===== config.mk =====
export PLATFORM = sky130hd
export DESIGN_NAME = connection_table_handshake_unit
export DESIGN_NICKNAME = d
export VERILOG_FILES = /design/src/rtl/ctht_pkg.sv /design/src/rtl/connection_table_handshake_unit.sv /design/src/rtl/ctht_ackmod.sv /design/src/rtl/ctht_ctrl.sv /design/src/rtl/ctht_datapath.sv
export SDC_FILE = /design/constraint.sdc
export NUM_CORES = 1
export LEC_CHECK = 0
export ABC_AREA = 1
export BUFFER_PORTS_ARGS = -buffer_cell sky130_fd_sc_hd__buf_2
export CAP_MARGIN = 20
export CORE_MARGIN = 3
export CORE_UTILIZATION = 61
export DETAILED_ROUTE_END_ITERATION = 10
export PLACE_DENSITY = 0.79
export SLEW_MARGIN = 10
export SYNTH_ARGS = -nofsm -noshare
export SYNTH_HDL_FRONTEND = slang
export SYNTH_SLANG_ARGS = --single-unit

===== constraint.sdc =====
create_clock -name aclk -period 6.14 [get_ports aclk]
set_clock_uncertainty 0.2 [all_clocks]
set_input_delay 0.307 -clock aclk [delete_from_list [all_inputs] [get_ports aclk]]
set_output_delay 0.307 -clock aclk [all_outputs]
set_load 0.02 [all_outputs]

===== src/rtl/ctht_pkg.sv =====
// shared types, codes and defaults of the connection table handshake unit
`default_nettype none

package ctht_pkg;

    // default table size and sequence modulus
    localparam int              DEF_NUM_SLOTS   = 16;
    localparam longint unsigned DEF_SEQ_MODULUS = 64'd65536;

    // field widths
    localparam int CMD_W   = 2;
    localparam int SLOT_W  = 4;
    localparam int PORT_W  = 16;
    localparam int STYPE_W = 2;
    localparam int SEQ_W   = 32;
    localparam int STAT_W  = 2;
    localparam int CST_W   = 2;

    // channel widths
    localparam int S_TDATA_W = 88;
    localparam int M_TDATA_W = 80;

    // command codes
    localparam logic [CMD_W-1:0] CMD_OPEN    = 2'd0;
    localparam logic [CMD_W-1:0] CMD_LISTEN  = 2'd1;
    localparam logic [CMD_W-1:0] CMD_CLOSE   = 2'd2;
    localparam logic [CMD_W-1:0] CMD_SEGMENT = 2'd3;

    // segment types
    localparam logic [STYPE_W-1:0] SEG_SYN = 2'd0;
    localparam logic [STYPE_W-1:0] SEG_FIN = 2'd1;

    // result status codes
    localparam logic [STAT_W-1:0] STATUS_OK      = 2'd0;
    localparam logic [STAT_W-1:0] STATUS_REFUSED = 2'd1;
    localparam logic [STAT_W-1:0] STATUS_NOMATCH = 2'd2;

    // connection states
    localparam logic [CST_W-1:0] CS_CLOSED = 2'd0;
    localparam logic [CST_W-1:0] CS_LISTEN = 2'd1;
    localparam logic [CST_W-1:0] CS_CONN   = 2'd2;
    localparam logic [CST_W-1:0] CS_CLWAIT = 2'd3;

    // reply types
    localparam logic REPLY_SYNACK = 1'b0;
    localparam logic REPLY_FINACK = 1'b1;

    // controller states
    typedef enum logic [1:0] {
        ST_IDLE,
        ST_LOOKUP,
        ST_EXEC
    } ctht_state_t;

    // controller to datapath commands
    typedef struct packed {
        logic capture;
        logic lookup;
        logic exec;
    } ctht_cmd_t;

    // datapath to controller status
    typedef struct packed {
        logic out_free;
        logic ack_ready;
    } ctht_stat_t;

endpackage

`default_nettype wire


===== src/rtl/connection_table_handshake_unit.sv =====
// top level of the server connection table with SYN/FIN handshake responder
//
// One request channel (s_) and one result channel (m_), stream handshake:
// a request or result moves on a rising aclk edge with tvalid and tready high.
// s_tuser carries the command (open, listen, close, incoming segment); s_tdata
// carries slot, server port, segment type, source and destination port and
// sequence number. Every request gives exactly one result on m_tdata: status,
// slot, slot state and the SYNACK/FINACK reply fields.
// The result is registered: a lookup step over the slot ports and valid bits
// fills the lookup registers, then an update step writes the output register.
// A new request is taken only once the previous one has been through both
// steps, so requests never overlap. With a sequence modulus that is not a power
// of two, the lookup step of a segment waits for the four-step reciprocal
// reduction of the ack before the update step runs.
// Reset (aresetn low, synchronous) empties the table at once through the slot
// valid bits; there is no clearing pass. A stalled result waits in the output
// register; a new request is taken once that register is free or being read.
`default_nettype none

module connection_table_handshake_unit #(
    parameter int              NUM_SLOTS   = ctht_pkg::DEF_NUM_SLOTS,
    parameter longint unsigned SEQ_MODULUS = ctht_pkg::DEF_SEQ_MODULUS
) (
    input  wire logic                           aclk,
    input  wire logic                           aresetn,
    input  wire logic                           s_tvalid,
    output logic                                s_tready,
    // cmd[1:0]
    input  wire logic [ctht_pkg::CMD_W-1:0]     s_tuser,
    // slot[3:0], local_port[19:4], seg_type[21:20], seg_src_port[37:22],
    // seg_dest_port[53:38], seg_seq[85:54], zero[87:86]
    input  wire logic [ctht_pkg::S_TDATA_W-1:0] s_tdata,
    output logic                                m_tvalid,
    input  wire logic                           m_tready,
    // status[1:0], slot_out[5:2], slot_state[7:6], reply_valid[8],
    // reply_type[9], reply_src_port[25:10], reply_dest_port[41:26],
    // reply_ack[73:42], zero[79:74]
    output logic      [ctht_pkg::M_TDATA_W-1:0] m_tdata
);

    ctht_pkg::ctht_cmd_t  cmd;
    ctht_pkg::ctht_stat_t stat;

    ctht_ctrl u_ctrl (
        .aclk     (aclk),
        .aresetn  (aresetn),
        .s_tvalid (s_tvalid),
        .s_tready (s_tready),
        .stat     (stat),
        .cmd      (cmd)
    );

    ctht_datapath #(
        .NUM_SLOTS   (NUM_SLOTS),
        .SEQ_MODULUS (SEQ_MODULUS)
    ) u_datapath (
        .aclk     (aclk),
        .aresetn  (aresetn),
        .cmd      (cmd),
        .stat     (stat),
        .s_tuser  (s_tuser),
        .s_tdata  (s_tdata),
        .m_tready (m_tready),
        .m_tvalid (m_tvalid),
        .m_tdata  (m_tdata)
    );

endmodule

`default_nettype wire


===== src/rtl/ctht_ackmod.sv =====
// reduction of the incremented sequence number modulo the sequence modulus
`default_nettype none

module ctht_ackmod #(
    parameter longint unsigned SEQ_MODULUS = ctht_pkg::DEF_SEQ_MODULUS
) (
    input  wire logic                        aclk,
    input  wire logic                        aresetn,
    input  wire logic                        start,
    input  wire logic [ctht_pkg::SEQ_W:0]    seq_inc,
    output logic      [ctht_pkg::SEQ_W-1:0]  ack,
    output logic                             ready
);

    localparam int SW = ctht_pkg::SEQ_W;

    generate
        if ((SEQ_MODULUS & (SEQ_MODULUS - 64'd1)) == 64'd0) begin : g_pow2
            // power of two: the remainder is a mask
            localparam logic [SW-1:0] MASK = SW'(SEQ_MODULUS - 64'd1);
            logic [SW-1:0] ack_reg;

            always_ff @(posedge aclk) begin
                if (!aresetn) begin
                    ack_reg <= '0;
                end else if (start) begin
                    ack_reg <= seq_inc[SW-1:0] & MASK;
                end
            end

            assign ack   = ack_reg;
            assign ready = 1'b1;
        end else begin : g_recip
            // quotient by reciprocal multiplication, remainder by back-multiply
            localparam int              LOG_M = $clog2(SEQ_MODULUS);
            localparam int              SHIFT = SW + LOG_M;
            localparam longint unsigned RECIP =
                ((64'hFFFF_FFFF_FFFF_FFFF >> (64 - SHIFT)) / SEQ_MODULUS) + 64'd1;
            localparam logic [SW-1:0]   RECIP_LO = SW'(RECIP);
            localparam logic            RECIP_HI = 1'((RECIP >> SW) & 64'd1);
            localparam logic [SW-1:0]   MOD_W    = SW'(SEQ_MODULUS);
            // remainder of a sequence number that wrapped to two to the 32
            localparam logic [SW-1:0]   WRAP_REM = SW'((64'd1 << SW) % SEQ_MODULUS);

            // reduction steps
            localparam logic [1:0] STEP_MUL  = 2'd0;
            localparam logic [1:0] STEP_QUOT = 2'd1;
            localparam logic [1:0] STEP_BACK = 2'd2;
            localparam logic [1:0] STEP_SUB  = 2'd3;

            logic [SW-1:0]   x_reg;
            logic            wrap_reg;
            logic [2*SW-1:0] prod_reg;
            logic [SW-1:0]   q_reg;
            logic [SW-1:0]   qm_reg;
            logic [SW-1:0]   rem_reg;
            logic [1:0]      step_reg;
            logic            busy_reg;
            logic [2*SW-1:0] prod_full;
            logic [2*SW:0]   prod_sum;
            logic [2*SW:0]   q_full;
            logic [2*SW-1:0] qm_full;

            always_comb begin
                prod_full = x_reg * RECIP_LO;
                prod_sum  = {1'b0, prod_reg} +
                            (RECIP_HI ? {1'b0, x_reg, {SW{1'b0}}} : {(2*SW+1){1'b0}});
                q_full    = prod_sum >> SHIFT;
                qm_full   = q_reg * MOD_W;
            end

            // step counter
            always_ff @(posedge aclk) begin
                if (!aresetn) begin
                    busy_reg <= 1'b0;
                    step_reg <= STEP_MUL;
                end else if (start) begin
                    busy_reg <= 1'b1;
                    step_reg <= STEP_MUL;
                end else if (busy_reg) begin
                    step_reg <= step_reg + 2'd1;
                    if (step_reg == STEP_SUB) begin
                        busy_reg <= 1'b0;
                    end
                end
            end

            // datapath of the reduction
            always_ff @(posedge aclk) begin
                if (start) begin
                    x_reg    <= seq_inc[SW-1:0];
                    wrap_reg <= seq_inc[SW];
                end
                if (busy_reg) begin
                    case (step_reg)
                        STEP_MUL: begin
                            prod_reg <= prod_full;
                        end
                        STEP_QUOT: begin
                            q_reg <= q_full[SW-1:0];
                        end
                        STEP_BACK: begin
                            qm_reg <= qm_full[SW-1:0];
                        end
                        STEP_SUB: begin
                            rem_reg <= wrap_reg ? WRAP_REM : (x_reg - qm_reg);
                        end
                        default: begin
                        end
                    endcase
                end
            end

            assign ack   = rem_reg;
            assign ready = !busy_reg;
        end
    endgenerate

endmodule

`default_nettype wire


===== src/rtl/ctht_ctrl.sv =====
// controller state machine of the connection table handshake unit
`default_nettype none

module ctht_ctrl (
    input  wire logic                 aclk,
    input  wire logic                 aresetn,
    input  wire logic                 s_tvalid,
    output logic                      s_tready,
    input  wire ctht_pkg::ctht_stat_t stat,
    output ctht_pkg::ctht_cmd_t       cmd
);

    ctht_pkg::ctht_state_t state_reg, state_next;

    // state register
    always_ff @(posedge aclk) begin
        if (!aresetn) begin
            state_reg <= ctht_pkg::ST_IDLE;
        end else begin
            state_reg <= state_next;
        end
    end

    // next state and commands
    always_comb begin
        state_next  = state_reg;
        s_tready    = 1'b0;
        cmd.capture = 1'b0;
        cmd.lookup  = 1'b0;
        cmd.exec    = 1'b0;
        case (state_reg)
            ctht_pkg::ST_IDLE: begin
                s_tready    = stat.out_free;
                cmd.capture = s_tvalid && stat.out_free;
                if (cmd.capture) begin
                    state_next = ctht_pkg::ST_LOOKUP;
                end
            end
            ctht_pkg::ST_LOOKUP: begin
                cmd.lookup = 1'b1;
                if (stat.ack_ready) begin
                    state_next = ctht_pkg::ST_EXEC;
                end
            end
            ctht_pkg::ST_EXEC: begin
                cmd.exec   = 1'b1;
                state_next = ctht_pkg::ST_IDLE;
            end
            default: begin
                state_next = ctht_pkg::ST_IDLE;
            end
        endcase
    end

endmodule

`default_nettype wire


===== src/rtl/ctht_datapath.sv =====
// slot table, lookup, update and result register of the handshake unit
`default_nettype none

module ctht_datapath #(
    parameter int              NUM_SLOTS   = ctht_pkg::DEF_NUM_SLOTS,
    parameter longint unsigned SEQ_MODULUS = ctht_pkg::DEF_SEQ_MODULUS
) (
    input  wire logic                               aclk,
    input  wire logic                               aresetn,
    input  wire ctht_pkg::ctht_cmd_t                cmd,
    output ctht_pkg::ctht_stat_t                    stat,
    input  wire logic [ctht_pkg::CMD_W-1:0]         s_tuser,
    input  wire logic [ctht_pkg::S_TDATA_W-1:0]     s_tdata,
    input  wire logic                               m_tready,
    output logic                                    m_tvalid,
    output logic      [ctht_pkg::M_TDATA_W-1:0]     m_tdata
);

    localparam int IDX_W  = (NUM_SLOTS > 1) ? $clog2(NUM_SLOTS) : 1;
    localparam int PW     = ctht_pkg::PORT_W;
    localparam int SW     = ctht_pkg::SEQ_W;
    localparam int OUT_W  = 74;

    // captured request
    logic [ctht_pkg::CMD_W-1:0]   cmd_reg;
    logic [ctht_pkg::SLOT_W-1:0]  slot_reg;
    logic [PW-1:0]                lport_reg;
    logic [ctht_pkg::STYPE_W-1:0] stype_reg;
    logic [PW-1:0]                sport_reg;
    logic [PW-1:0]                dport_reg;

    // slot table
    logic [NUM_SLOTS-1:0]         used_reg;
    logic [PW-1:0]                sp_reg    [NUM_SLOTS];
    logic [ctht_pkg::CST_W-1:0]   conn_mem  [NUM_SLOTS];
    logic [PW-1:0]                cport_mem [NUM_SLOTS];
    logic [SW-1:0]                eseq_mem  [NUM_SLOTS];

    // lookup results
    logic [IDX_W-1:0]             idx_reg;
    logic                         hit_reg;
    logic [ctht_pkg::CST_W-1:0]   conn_rd_reg;
    logic [PW-1:0]                cport_rd_reg;

    // output register
    logic                         m_valid_reg;
    logic [OUT_W-1:0]             out_reg;

    // ack unit
    logic [SW:0]                  seq_inc;
    logic [SW-1:0]                ack;
    logic                         ack_ready;
    logic                         ack_start;

    assign seq_inc   = {1'b0, s_tdata[85:54]} + {{SW{1'b0}}, 1'b1};
    assign ack_start = cmd.capture && (s_tuser == ctht_pkg::CMD_SEGMENT);

    ctht_ackmod #(
        .SEQ_MODULUS (SEQ_MODULUS)
    ) u_ackmod (
        .aclk    (aclk),
        .aresetn (aresetn),
        .start   (ack_start),
        .seq_inc (seq_inc),
        .ack     (ack),
        .ready   (ack_ready)
    );

    // request capture
    always_ff @(posedge aclk) begin
        if (cmd.capture) begin
            cmd_reg   <= s_tuser;
            slot_reg  <= s_tdata[3:0];
            lport_reg <= s_tdata[19:4];
            stype_reg <= s_tdata[21:20];
            sport_reg <= s_tdata[37:22];
            dport_reg <= s_tdata[53:38];
        end
    end

    // lowest free or port-matching slot, or the addressed slot
    logic [NUM_SLOTS-1:0] sel_vec;
    logic [IDX_W-1:0]     enc_idx;
    logic                 enc_hit;
    logic                 slot_in_range;
    logic [IDX_W-1:0]     slot_idx;
    logic [IDX_W-1:0]     lk_idx;
    logic                 lk_hit;

    always_comb begin
        for (int i = 0; i < NUM_SLOTS; i++) begin
            if (cmd_reg == ctht_pkg::CMD_OPEN) begin
                sel_vec[i] = !used_reg[i];
            end else begin
                sel_vec[i] = used_reg[i] && (sp_reg[i] == dport_reg);
            end
        end
        enc_idx = '0;
        enc_hit = 1'b0;
        for (int i = NUM_SLOTS - 1; i >= 0; i--) begin
            if (sel_vec[i]) begin
                enc_idx = IDX_W'(i);
                enc_hit = 1'b1;
            end
        end
        slot_in_range = int'(slot_reg) < NUM_SLOTS;
        slot_idx      = IDX_W'(slot_reg);
        if ((cmd_reg == ctht_pkg::CMD_LISTEN) || (cmd_reg == ctht_pkg::CMD_CLOSE)) begin
            lk_idx = slot_idx;
            lk_hit = slot_in_range && used_reg[slot_idx];
        end else begin
            lk_idx = enc_idx;
            lk_hit = enc_hit;
        end
    end

    // lookup registers and memory reads
    always_ff @(posedge aclk) begin
        if (cmd.lookup) begin
            idx_reg      <= lk_idx;
            hit_reg      <= lk_hit;
            conn_rd_reg  <= conn_mem[lk_idx];
            cport_rd_reg <= cport_mem[lk_idx];
        end
    end

    // command execution
    logic [ctht_pkg::STAT_W-1:0] r_status;
    logic [ctht_pkg::SLOT_W-1:0] r_slot;
    logic [ctht_pkg::CST_W-1:0]  r_state;
    logic                        r_valid;
    logic                        r_type;
    logic [PW-1:0]               r_src;
    logic [PW-1:0]               r_dst;
    logic [SW-1:0]               r_ack;
    logic                        used_set;
    logic                        used_clr;
    logic                        sp_we;
    logic                        conn_we;
    logic [ctht_pkg::CST_W-1:0]  conn_wd;
    logic                        cport_we;
    logic                        eseq_we;
    logic [SW-1:0]               eseq_wd;
    logic                        syn_ok;
    logic                        fin_ok;

    always_comb begin
        r_status = ctht_pkg::STATUS_OK;
        r_slot   = '0;
        r_state  = ctht_pkg::CS_CLOSED;
        r_valid  = 1'b0;
        r_type   = ctht_pkg::REPLY_SYNACK;
        r_src    = '0;
        r_dst    = '0;
        r_ack    = '0;
        used_set = 1'b0;
        used_clr = 1'b0;
        sp_we    = 1'b0;
        conn_we  = 1'b0;
        conn_wd  = ctht_pkg::CS_CLOSED;
        cport_we = 1'b0;
        eseq_we  = 1'b0;
        eseq_wd  = '0;
        syn_ok   = (stype_reg == ctht_pkg::SEG_SYN) &&
                   ((conn_rd_reg == ctht_pkg::CS_LISTEN) || (conn_rd_reg == ctht_pkg::CS_CONN));
        fin_ok   = (stype_reg == ctht_pkg::SEG_FIN) &&
                   ((conn_rd_reg == ctht_pkg::CS_CONN) || (conn_rd_reg == ctht_pkg::CS_CLWAIT));
        case (cmd_reg)
            ctht_pkg::CMD_OPEN: begin
                if (!hit_reg) begin
                    r_status = ctht_pkg::STATUS_REFUSED;
                end else begin
                    r_slot   = ctht_pkg::SLOT_W'(idx_reg);
                    used_set = 1'b1;
                    sp_we    = 1'b1;
                    conn_we  = 1'b1;
                    conn_wd  = ctht_pkg::CS_CLOSED;
                    eseq_we  = 1'b1;
                end
            end
            ctht_pkg::CMD_LISTEN: begin
                r_slot = slot_reg;
                if (!hit_reg) begin
                    r_status = ctht_pkg::STATUS_REFUSED;
                end else begin
                    conn_we = 1'b1;
                    conn_wd = ctht_pkg::CS_LISTEN;
                    r_state = ctht_pkg::CS_LISTEN;
                end
            end
            ctht_pkg::CMD_CLOSE: begin
                r_slot = slot_reg;
                if (!hit_reg) begin
                    r_status = ctht_pkg::STATUS_REFUSED;
                end else if ((conn_rd_reg == ctht_pkg::CS_CLOSED) ||
                             (conn_rd_reg == ctht_pkg::CS_CLWAIT)) begin
                    used_clr = 1'b1;
                end else begin
                    r_status = ctht_pkg::STATUS_REFUSED;
                    r_state  = conn_rd_reg;
                end
            end
            ctht_pkg::CMD_SEGMENT: begin
                if (!hit_reg) begin
                    r_status = ctht_pkg::STATUS_NOMATCH;
                end else begin
                    r_slot  = ctht_pkg::SLOT_W'(idx_reg);
                    r_state = conn_rd_reg;
                    if (syn_ok || fin_ok) begin
                        conn_we = 1'b1;
                        eseq_we = 1'b1;
                        eseq_wd = ack;
                        r_valid = 1'b1;
                        r_src   = dport_reg;
                        r_ack   = ack;
                        if (syn_ok) begin
                            // client port is taken from this segment
                            cport_we = 1'b1;
                            conn_wd  = ctht_pkg::CS_CONN;
                            r_type   = ctht_pkg::REPLY_SYNACK;
                            r_dst    = sport_reg;
                        end else begin
                            conn_wd = ctht_pkg::CS_CLWAIT;
                            r_type  = ctht_pkg::REPLY_FINACK;
                            r_dst   = cport_rd_reg;
                        end
                        r_state = conn_wd;
                    end
                end
            end
            default: begin
                r_status = ctht_pkg::STATUS_REFUSED;
            end
        endcase
    end

    // slot valid bits
    always_ff @(posedge aclk) begin
        if (!aresetn) begin
            used_reg <= '0;
        end else if (cmd.exec) begin
            if (used_set) begin
                used_reg[idx_reg] <= 1'b1;
            end else if (used_clr) begin
                used_reg[idx_reg] <= 1'b0;
            end
        end
    end

    // table writes
    always_ff @(posedge aclk) begin
        if (cmd.exec) begin
            if (sp_we) begin
                sp_reg[idx_reg] <= lport_reg;
            end
            if (conn_we) begin
                conn_mem[idx_reg] <= conn_wd;
            end
            if (cport_we) begin
                cport_mem[idx_reg] <= sport_reg;
            end
            if (eseq_we) begin
                eseq_mem[idx_reg] <= eseq_wd;
            end
        end
    end

    // result register
    always_ff @(posedge aclk) begin
        if (!aresetn) begin
            m_valid_reg <= 1'b0;
        end else if (cmd.exec) begin
            m_valid_reg <= 1'b1;
        end else if (m_tready) begin
            m_valid_reg <= 1'b0;
        end
    end

    always_ff @(posedge aclk) begin
        if (cmd.exec) begin
            out_reg <= {r_ack, r_dst, r_src, r_type, r_valid, r_state, r_slot, r_status};
        end
    end

    assign m_tvalid       = m_valid_reg;
    assign m_tdata        = {{(ctht_pkg::M_TDATA_W - OUT_W){1'b0}}, out_reg};
    assign stat.out_free  = !m_valid_reg || m_tready;
    assign stat.ack_ready = ack_ready;

    // a result is only produced into an empty output register
    a_exec_out_empty: assert property (@(posedge aclk) disable iff (!aresetn)
        cmd.exec |-> !m_valid_reg)
        else $error("result produced while output register busy");

    // a successful open marks its slot as used
    a_open_marks_used: assert property (@(posedge aclk) disable iff (!aresetn)
        cmd.exec && (cmd_reg == ctht_pkg::CMD_OPEN) && hit_reg |=> used_reg[$past(idx_reg)])
        else $error("opened slot not marked used");

    // a reply is only sent with an ok status
    a_reply_ok: assert property (@(posedge aclk) disable iff (!aresetn)
        m_valid_reg && out_reg[8] |-> (out_reg[1:0] == ctht_pkg::STATUS_OK))
        else $error("reply sent with failing status");

    // the execute step never runs before the ack is settled
    a_ack_settled: assert property (@(posedge aclk) disable iff (!aresetn)
        cmd.exec |-> $past(ack_ready))
        else $error("execute without settled ack");

endmodule

`default_nettype wire


After elaboration in Yosys (flattened, before gate mapping)
Memory sizes are Yosys's and may differ from the RTL's. A register that Yosys moved wholly into a read port is not among the register bits.
Cells that the tools add are included.
{"block": "totals", "ff_bits": 154, "latch_bits": 0, "ramBits": 544, "romBits": 0, "output_inout_bits": 82, "mem_count": 3}
{"block": "classes", "addsub": 1, "n_mul": 0, "div": 0, "order_cmp": 3, "n_eq_ne": 27, "shifts": 0, "muxes": 104, "bitwise_logic": 3, "reduce_logical": 55}
{"name": "u_datapath.cport_mem", "words": 16, "width": 16, "rd": 1, "rd_ports_with_merged_regs": 1, "wr": 1, "line_no": "ctht_datapath.sv:36", "rtl": "logic [PW-1:0] cport_mem [NUM_SLOTS];"}
{"name": "u_datapath.sp_reg", "words": 16, "width": 16, "rd": 16, "rd_ports_with_merged_regs": 0, "wr": 1, "line_no": "ctht_datapath.sv:34", "rtl": "logic [PW-1:0] sp_reg [NUM_SLOTS];"}
{"name": "u_datapath.conn_mem", "words": 16, "width": 2, "rd": 1, "rd_ports_with_merged_regs": 1, "wr": 1, "line_no": "ctht_datapath.sv:35", "rtl": "logic [ctht_pkg::CST_W-1:0] conn_mem [NUM_SLOTS];"}
{"operator": "$eq A16 B16 Y1", "count": 16}
{"operator": "$mux W4", "count": 18}
{"operator": "$mux W1", "count": 66}
{"operator": "$mux W16", "count": 3}
{"operator": "$logic_and A1 B1 Y1", "count": 21}
{"operator": "$mux W2", "count": 9}
{"operator": "$logic_not A1 Y1", "count": 17}
{"operator": "$add A16 B1 Y16 const B", "count": 1}
{"operator": "$and A16 B16 Y16", "count": 1}
{"operator": "$not A16 Y16", "count": 1}
{"operator": "$or A16 B16 Y16", "count": 1}
{"operator": "$eq A2 B2 Y1 const B", "count": 6}
{"operator": "$pmux W2 S3", "count": 2}
{"operator": "$lt A4 B5 Y1 const B", "count": 2}
{"operator": "$eq A2 B1 Y1 const B", "count": 4}
{"operator": "$logic_not A2 Y1", "count": 4}
{"operator": "$pmux W2 S2", "count": 2}
{"operator": "$pmux W4 S2", "count": 1}
{"operator": "$logic_or A1 B1 Y1", "count": 6}
{"operator": "$reduce_or A2 Y1", "count": 3}
{"operator": "$bmux W1 S4", "count": 1}
{"operator": "$demux W1 S4", "count": 1}
{"operator": "$ge A4 B1 Y1 const B", "count": 1}
{"operator": "$reduce_bool A2 Y1", "count": 2}
{"operator": "4 further kinds", "count": 4}

Longest topological paths before layout
An unclocked memory read counts as a cell.
{"block": "logic_depth", "depth_word": 21, "ltp_mapped": 34, "depth_no_buf": 32}

Hierarchy
A second synthesis with hierarchy kept.
{"block": "unflattened", "cells_unflattened": 2923, "hier_area_um2": 32038.2}
{"mod": "ctht_datapath", "n_inst": 1, "cells_per_inst": 2785, "area_per_inst_um2": 31117.3, "seq_area_each_um2": 21270.4}
{"mod": "ctht_ackmod", "n_inst": 1, "cells_per_inst": 120, "area_per_inst_um2": 809.5, "seq_area_each_um2": 320.3}
{"mod": "ctht_ctrl", "n_inst": 1, "cells_per_inst": 18, "area_per_inst_um2": 111.4, "seq_area_each_um2": 40.0}

Worst setup path before layout
No wires, ideal clock.
{"block": "synth_timing", "kind": "register to register", "startpoint": "reg u_ctrl.state_reg[1]", "endpoint": "mem u_datapath.cport_mem[13][0] (netlist name), enable pin", "setup_ns": 0.388, "arrival_ns": 4.602, "t_required_ns": 5.552, "slack_ns": 0.950, "path_stages_with_launch": 6, "n_path_buf": 1, "path_cell_list": "dfxtp_1 > inv_1 > nor2_1 > nand3_1 > clkbuf_1 > nor2_1"}
{"item": "from (decl)", "line_no": "ctht_ctrl.sv:13", "rtl": "ctht_pkg::ctht_state_t state_reg, state_next;"}
{"item": "from (signal assigned)", "line_no": "ctht_ctrl.sv:18", "rtl": "state_reg <= ctht_pkg::ST_IDLE;"}
{"item": "from (signal assigned)", "line_no": "ctht_ctrl.sv:20", "rtl": "state_reg <= state_next;"}
{"item": "to (decl)", "line_no": "ctht_datapath.sv:36"}

Worst setup path in the final report
{"block": "layout_timing", "startpoint": "reg u_datapath.cmd_reg[0] (netlist name)", "endpoint": "reg u_datapath.cport_rd_reg[11] (read register of u_datapath.cport_mem), data pin"}
{"block": "layout_between", "elab_chain_len": 19, "elab_cells_between_ends": 37, "cone_classes": "2 x eq/ne; 33 x mux; 2 x reduce/logical"}
{"item": "from (decl)", "line_no": "ctht_datapath.sv:25", "rtl": "logic [ctht_pkg::CMD_W-1:0] cmd_reg;"}
{"item": "from (signal assigned)", "line_no": "ctht_datapath.sv:72", "rtl": "cmd_reg <= s_tuser;"}
{"item": "$logic_not A2 Y1", "line_no": "ctht_datapath.sv:92", "rtl": "if (cmd_reg == ctht_pkg::CMD_OPEN) begin"}
{"item": "$mux W1", "line_no": "ctht_datapath.sv:92"}
{"item": "$mux W4 (16 in series)", "line_no": "ctht_datapath.sv:101", "rtl": "if (sel_vec[i]) begin"}
{"item": "$mux W4 *", "line_no": "ctht_datapath.sv:108", "rtl": "if ((cmd_reg == ctht_pkg::CMD_LISTEN) || (cmd_reg == ctht_pkg::CMD_CLOSE)) begin"}
{"item": "to (decl)", "line_no": "ctht_datapath.sv:43", "rtl": "logic [PW-1:0] cport_rd_reg;"}
Mark *: on every way between the ends. The rest lies on a longest branch, timed or not.
A chain may end at the register's enable or synchronous reset.

==> reports/qor.txt <==
Status: complete, no violations
Max-cap viol count: 0
Antenna Nets Post-Route: 0
Sink Count: 716
Max Freq: 197 MHz
Minimum clock period: 5.08 ns
Synth Area per Inst: 11.2 um2
Main synth FF type: edfxtp_1
Clk Latency, worst-skew pair: 0.62 ns
Share of cells above drive strength 1: 0.112
Core area: 0.0495 mm2
Area share of the largest cell type after synthesis: 0.662
CP peak stage delay: 0.71 ns
Die Ht: 231 um
Reg2reg path depth: 16
Flop pwr share: 0.517
DR pass1 iterations: 6
Grt total ovfl: 0
Final setup violation count: 0
Sequential element share of the synthesized area: 0.684
Total net switching power: 0.00263 W
Placed instance count: 3486
Worst-path maximum fanout: 73
Starting Density: 0.625
CTS Root Cell: clkbuf_16
Fin nets: 3081
Routed WL: 80100 um
CTS max path bufs: 3
Slew @ Worst Pin: 1.17 ns
CP Data Required Time: 6.41 ns
Placer Congestion: 0.897
Clk pwr share: 0.390
Ports: 176
Final Hold Viols: 0
CP Cell Sequence: inv_1 > ha_1 > inv_2 > nand3_1 > nor4_1 > nand4_1 > o21ai_0 > nor2_1 > nand3_1 > nand3_1 > nand2_2 > buf_4 > nand3_1 > nand3_1 > nand3_1 > nand2_1
First-pass GRT wire length: 122000 um
HPWL Detailed: 49000 um
Port buffer count: 135
Worst-path clk slew: 0.06 ns
Initial antenna violation count: 2
Largest net degree at the start of global routing: 145
Vias: 21800
Yosys Warn Count: 0
Setup Total Neg Slack: 0 ns
Hold Crit Class: in -> reg
Die area: 0.0534 mm2
Routed wire per std cell: 21.6 um
CTS Buf Count: 73
Cell leakage power: 13.7 nW
CP endpoint kind: flip-flop
Top cell type by total area after synthesis: edfxtp_1
DRT iter0 DRCs: 3019
Vias/cell: 5.88
Row cnt: 81
CP startpoint kind: flip-flop
Die X: 231 um
Post-synthesis async set-or-reset flop share: 0
Switching share of power: 0.244
Synthesized area: 0.0309 mm2
Critical path type: reg -> reg
Peak supply drop: 0.000263 V
Remaining DRCs: 0
Filler cells: 3281
Vias in the first global route: 21200
Worst hold stages: 5
Arrival @ worst endpoint: 5.35 ns
Syn-to-layout area delta: 14.3%
RSZ-0062 raised after global routing: false
Internal cell power: 0.00812 W
#FFs+latches synth: 716
Worst rel slew slack: 0.221
P per Cell Area: 304 mW/mm2
Largest cells by area after synthesis: edfxtp_1, nand2_1, nand3_1
Pins Over Slew Limit: 0
Synth cell types: 48
CP max stage cell: buf_4
Combinational share of power: 0.093
H-Tree Depth: 3
Final worst-path cycle share: 0.827
PostCTS Resize Cnt: 0
Final Non-Filler Cells: 3701
Most frequent CP cell: nand3_1
Global Route Usage Sum: 0.300
EDFF count, synth: 681
CTS tree: yes
Mapped Cells: 2762
Hold_ws: 0.167 ns
-- worst paths after layout --
| path | start | endpoint | slack, ns |
|---|---|---|---|
| hold / removal | m_tready | u_ctrl.state_reg[0] | 0.17 |
| hold reg to reg | u_datapath.u_ackmod.ack[2] | u_datapath.u_ackmod.ack[2] | 0.25 |
| setup reg to reg | u_datapath.cmd_reg[0] | u_datapath.cport_rd_reg[11] | 1.06 |
| setup / recovery | u_datapath.cmd_reg[0] | u_datapath.cport_rd_reg[11] | 1.06 |
-- layer usage --
layer | share of wire | vias up | track usage
li1 | - | 9779 | -
met1 | 0.37 | 10400 | 0.409
met2 | 0.47 | 1384 | 0.469
met3 | 0.12 | 219 | 0.0747
met4 | 0.035 | 0 | 0.118
met5 | 0 | - | 0
-- repair_timing --
| action | CTS | global route |
|---|---|---|
| hold buffers | 80 | 0 |
| endpoints found under the hold margin | 74 | 0 |
| setup buffers | 0 | 0 |
-- through the flow --
stage | setup WS (ns) | instance area, um2 | power [W] | util
2_1_floorplan | 0.950 | 31000 | 0.00627 | -
3_3_place_gp | 1.47 | 32100 | 0.00655 | 0.649
3_5_place_dp | 1.33 | 32300 | 0.00659 | 0.653
4_1_cts | 1.28 | 35300 | 0.0108 | 0.714
5_1_grt | 0.926 | 35300 | 0.0111 | 0.714
6_report | 1.06 | 35300 | 0.0107 | 0.714
-- cells in the mapped netlist (19+ instances only) --
cell type  instances
nor3_1            30
xor2_1            78
a21oi_1           39
nor2_1           200
inv_1            305
dfxtp_1           35
edfxtp_1         681
buf_4             34
o22ai_1           19
xnor2_1           42
nand3_1          363
clkbuf_1          39
o21ai_0           82
nand2_1          589
buf_2             60
-- critical path, delay by kind of cell (launching register included) --
kind	cells	cell delay (ns)
simple gates	11	2.24
buf+inv	3	1.34
flops	1	0.38
fa+ha+maj	1	0.40
compound gates	1	0.27
-- cell type report --
| cell class | instances | area [um2] | share of cell area |
|---|---|---|---|
| clock buffer | 95 | 1950 | 0.0552 |
| sequential | 716 | 21200 | 0.599 |
| tap | 664 | 831 | 0.0235 |
| antenna | 2 | 5.00 | 0.000142 |
| inverter | 326 | 1220 | 0.0346 |
| clock inverter | 37 | 287 | 0.00811 |
| multi-input combinational | 1592 | 7840 | 0.222 |
| timing repair buffer | 269 | 2040 | 0.0577 |
-- cell families (layout without fill, tap and decap cells) --
logic type / count (synthesis) / in the layout / synth area share
XOR/XNOR: 120 / 120 / 0.0340
other: 1 / 24 / 0.000121
AO/OA/AOI/OAI: 215 / 215 / 0.0421
flip-flops: 716 / 716 / 0.684
AND/OR/NAND/NOR: 1225 / 1225 / 0.169
adder cells (fa/ha/maj): 9 / 9 / 0.00364
multiplexers: 1 / 1 / 0.000324
buffers and inverters: 475 / 727 / 0.0667
-- power groups by stage --
| stage | sequential [W] | combinational (W) | clock, W |
|---|---|---|---|
| 6_report | 0.00556 | 0.000999 | 0.00419 |
| 5_1_grt | 0.00556 | 0.00109 | 0.00443 |
| 4_1_cts | 0.00555 | 0.000984 | 0.00422 |
| 3_5_place_dp | 0.00565 | 0.000933 | 0 |
| 3_3_place_gp | 0.00565 | 0.000906 | 0 |
| 2_1_floorplan | 0.00559 | 0.000680 | 0 |
-- placed cells by master (no fill, tap or decap), types with 23 or more instances in the layout --
master / netlist / final
dfxtp_1: 35 / 35
xor2_1: 78 / 78
dlygate4sd3_1: 0 / 80
a21oi_1: 39 / 39
clkinv_1: 3 / 23
o21ai_0: 82 / 82
buf_2: 60 / 135
xnor2_1: 42 / 42
inv_1: 305 / 304
nor3_1: 30 / 29
nand3_1: 363 / 363
clkbuf_16: 0 / 74
nor2_1: 200 / 182
nand2_1: 589 / 587
edfxtp_1: 681 / 681
buf_4: 34 / 42
Power figures use the tool's default switching activity.
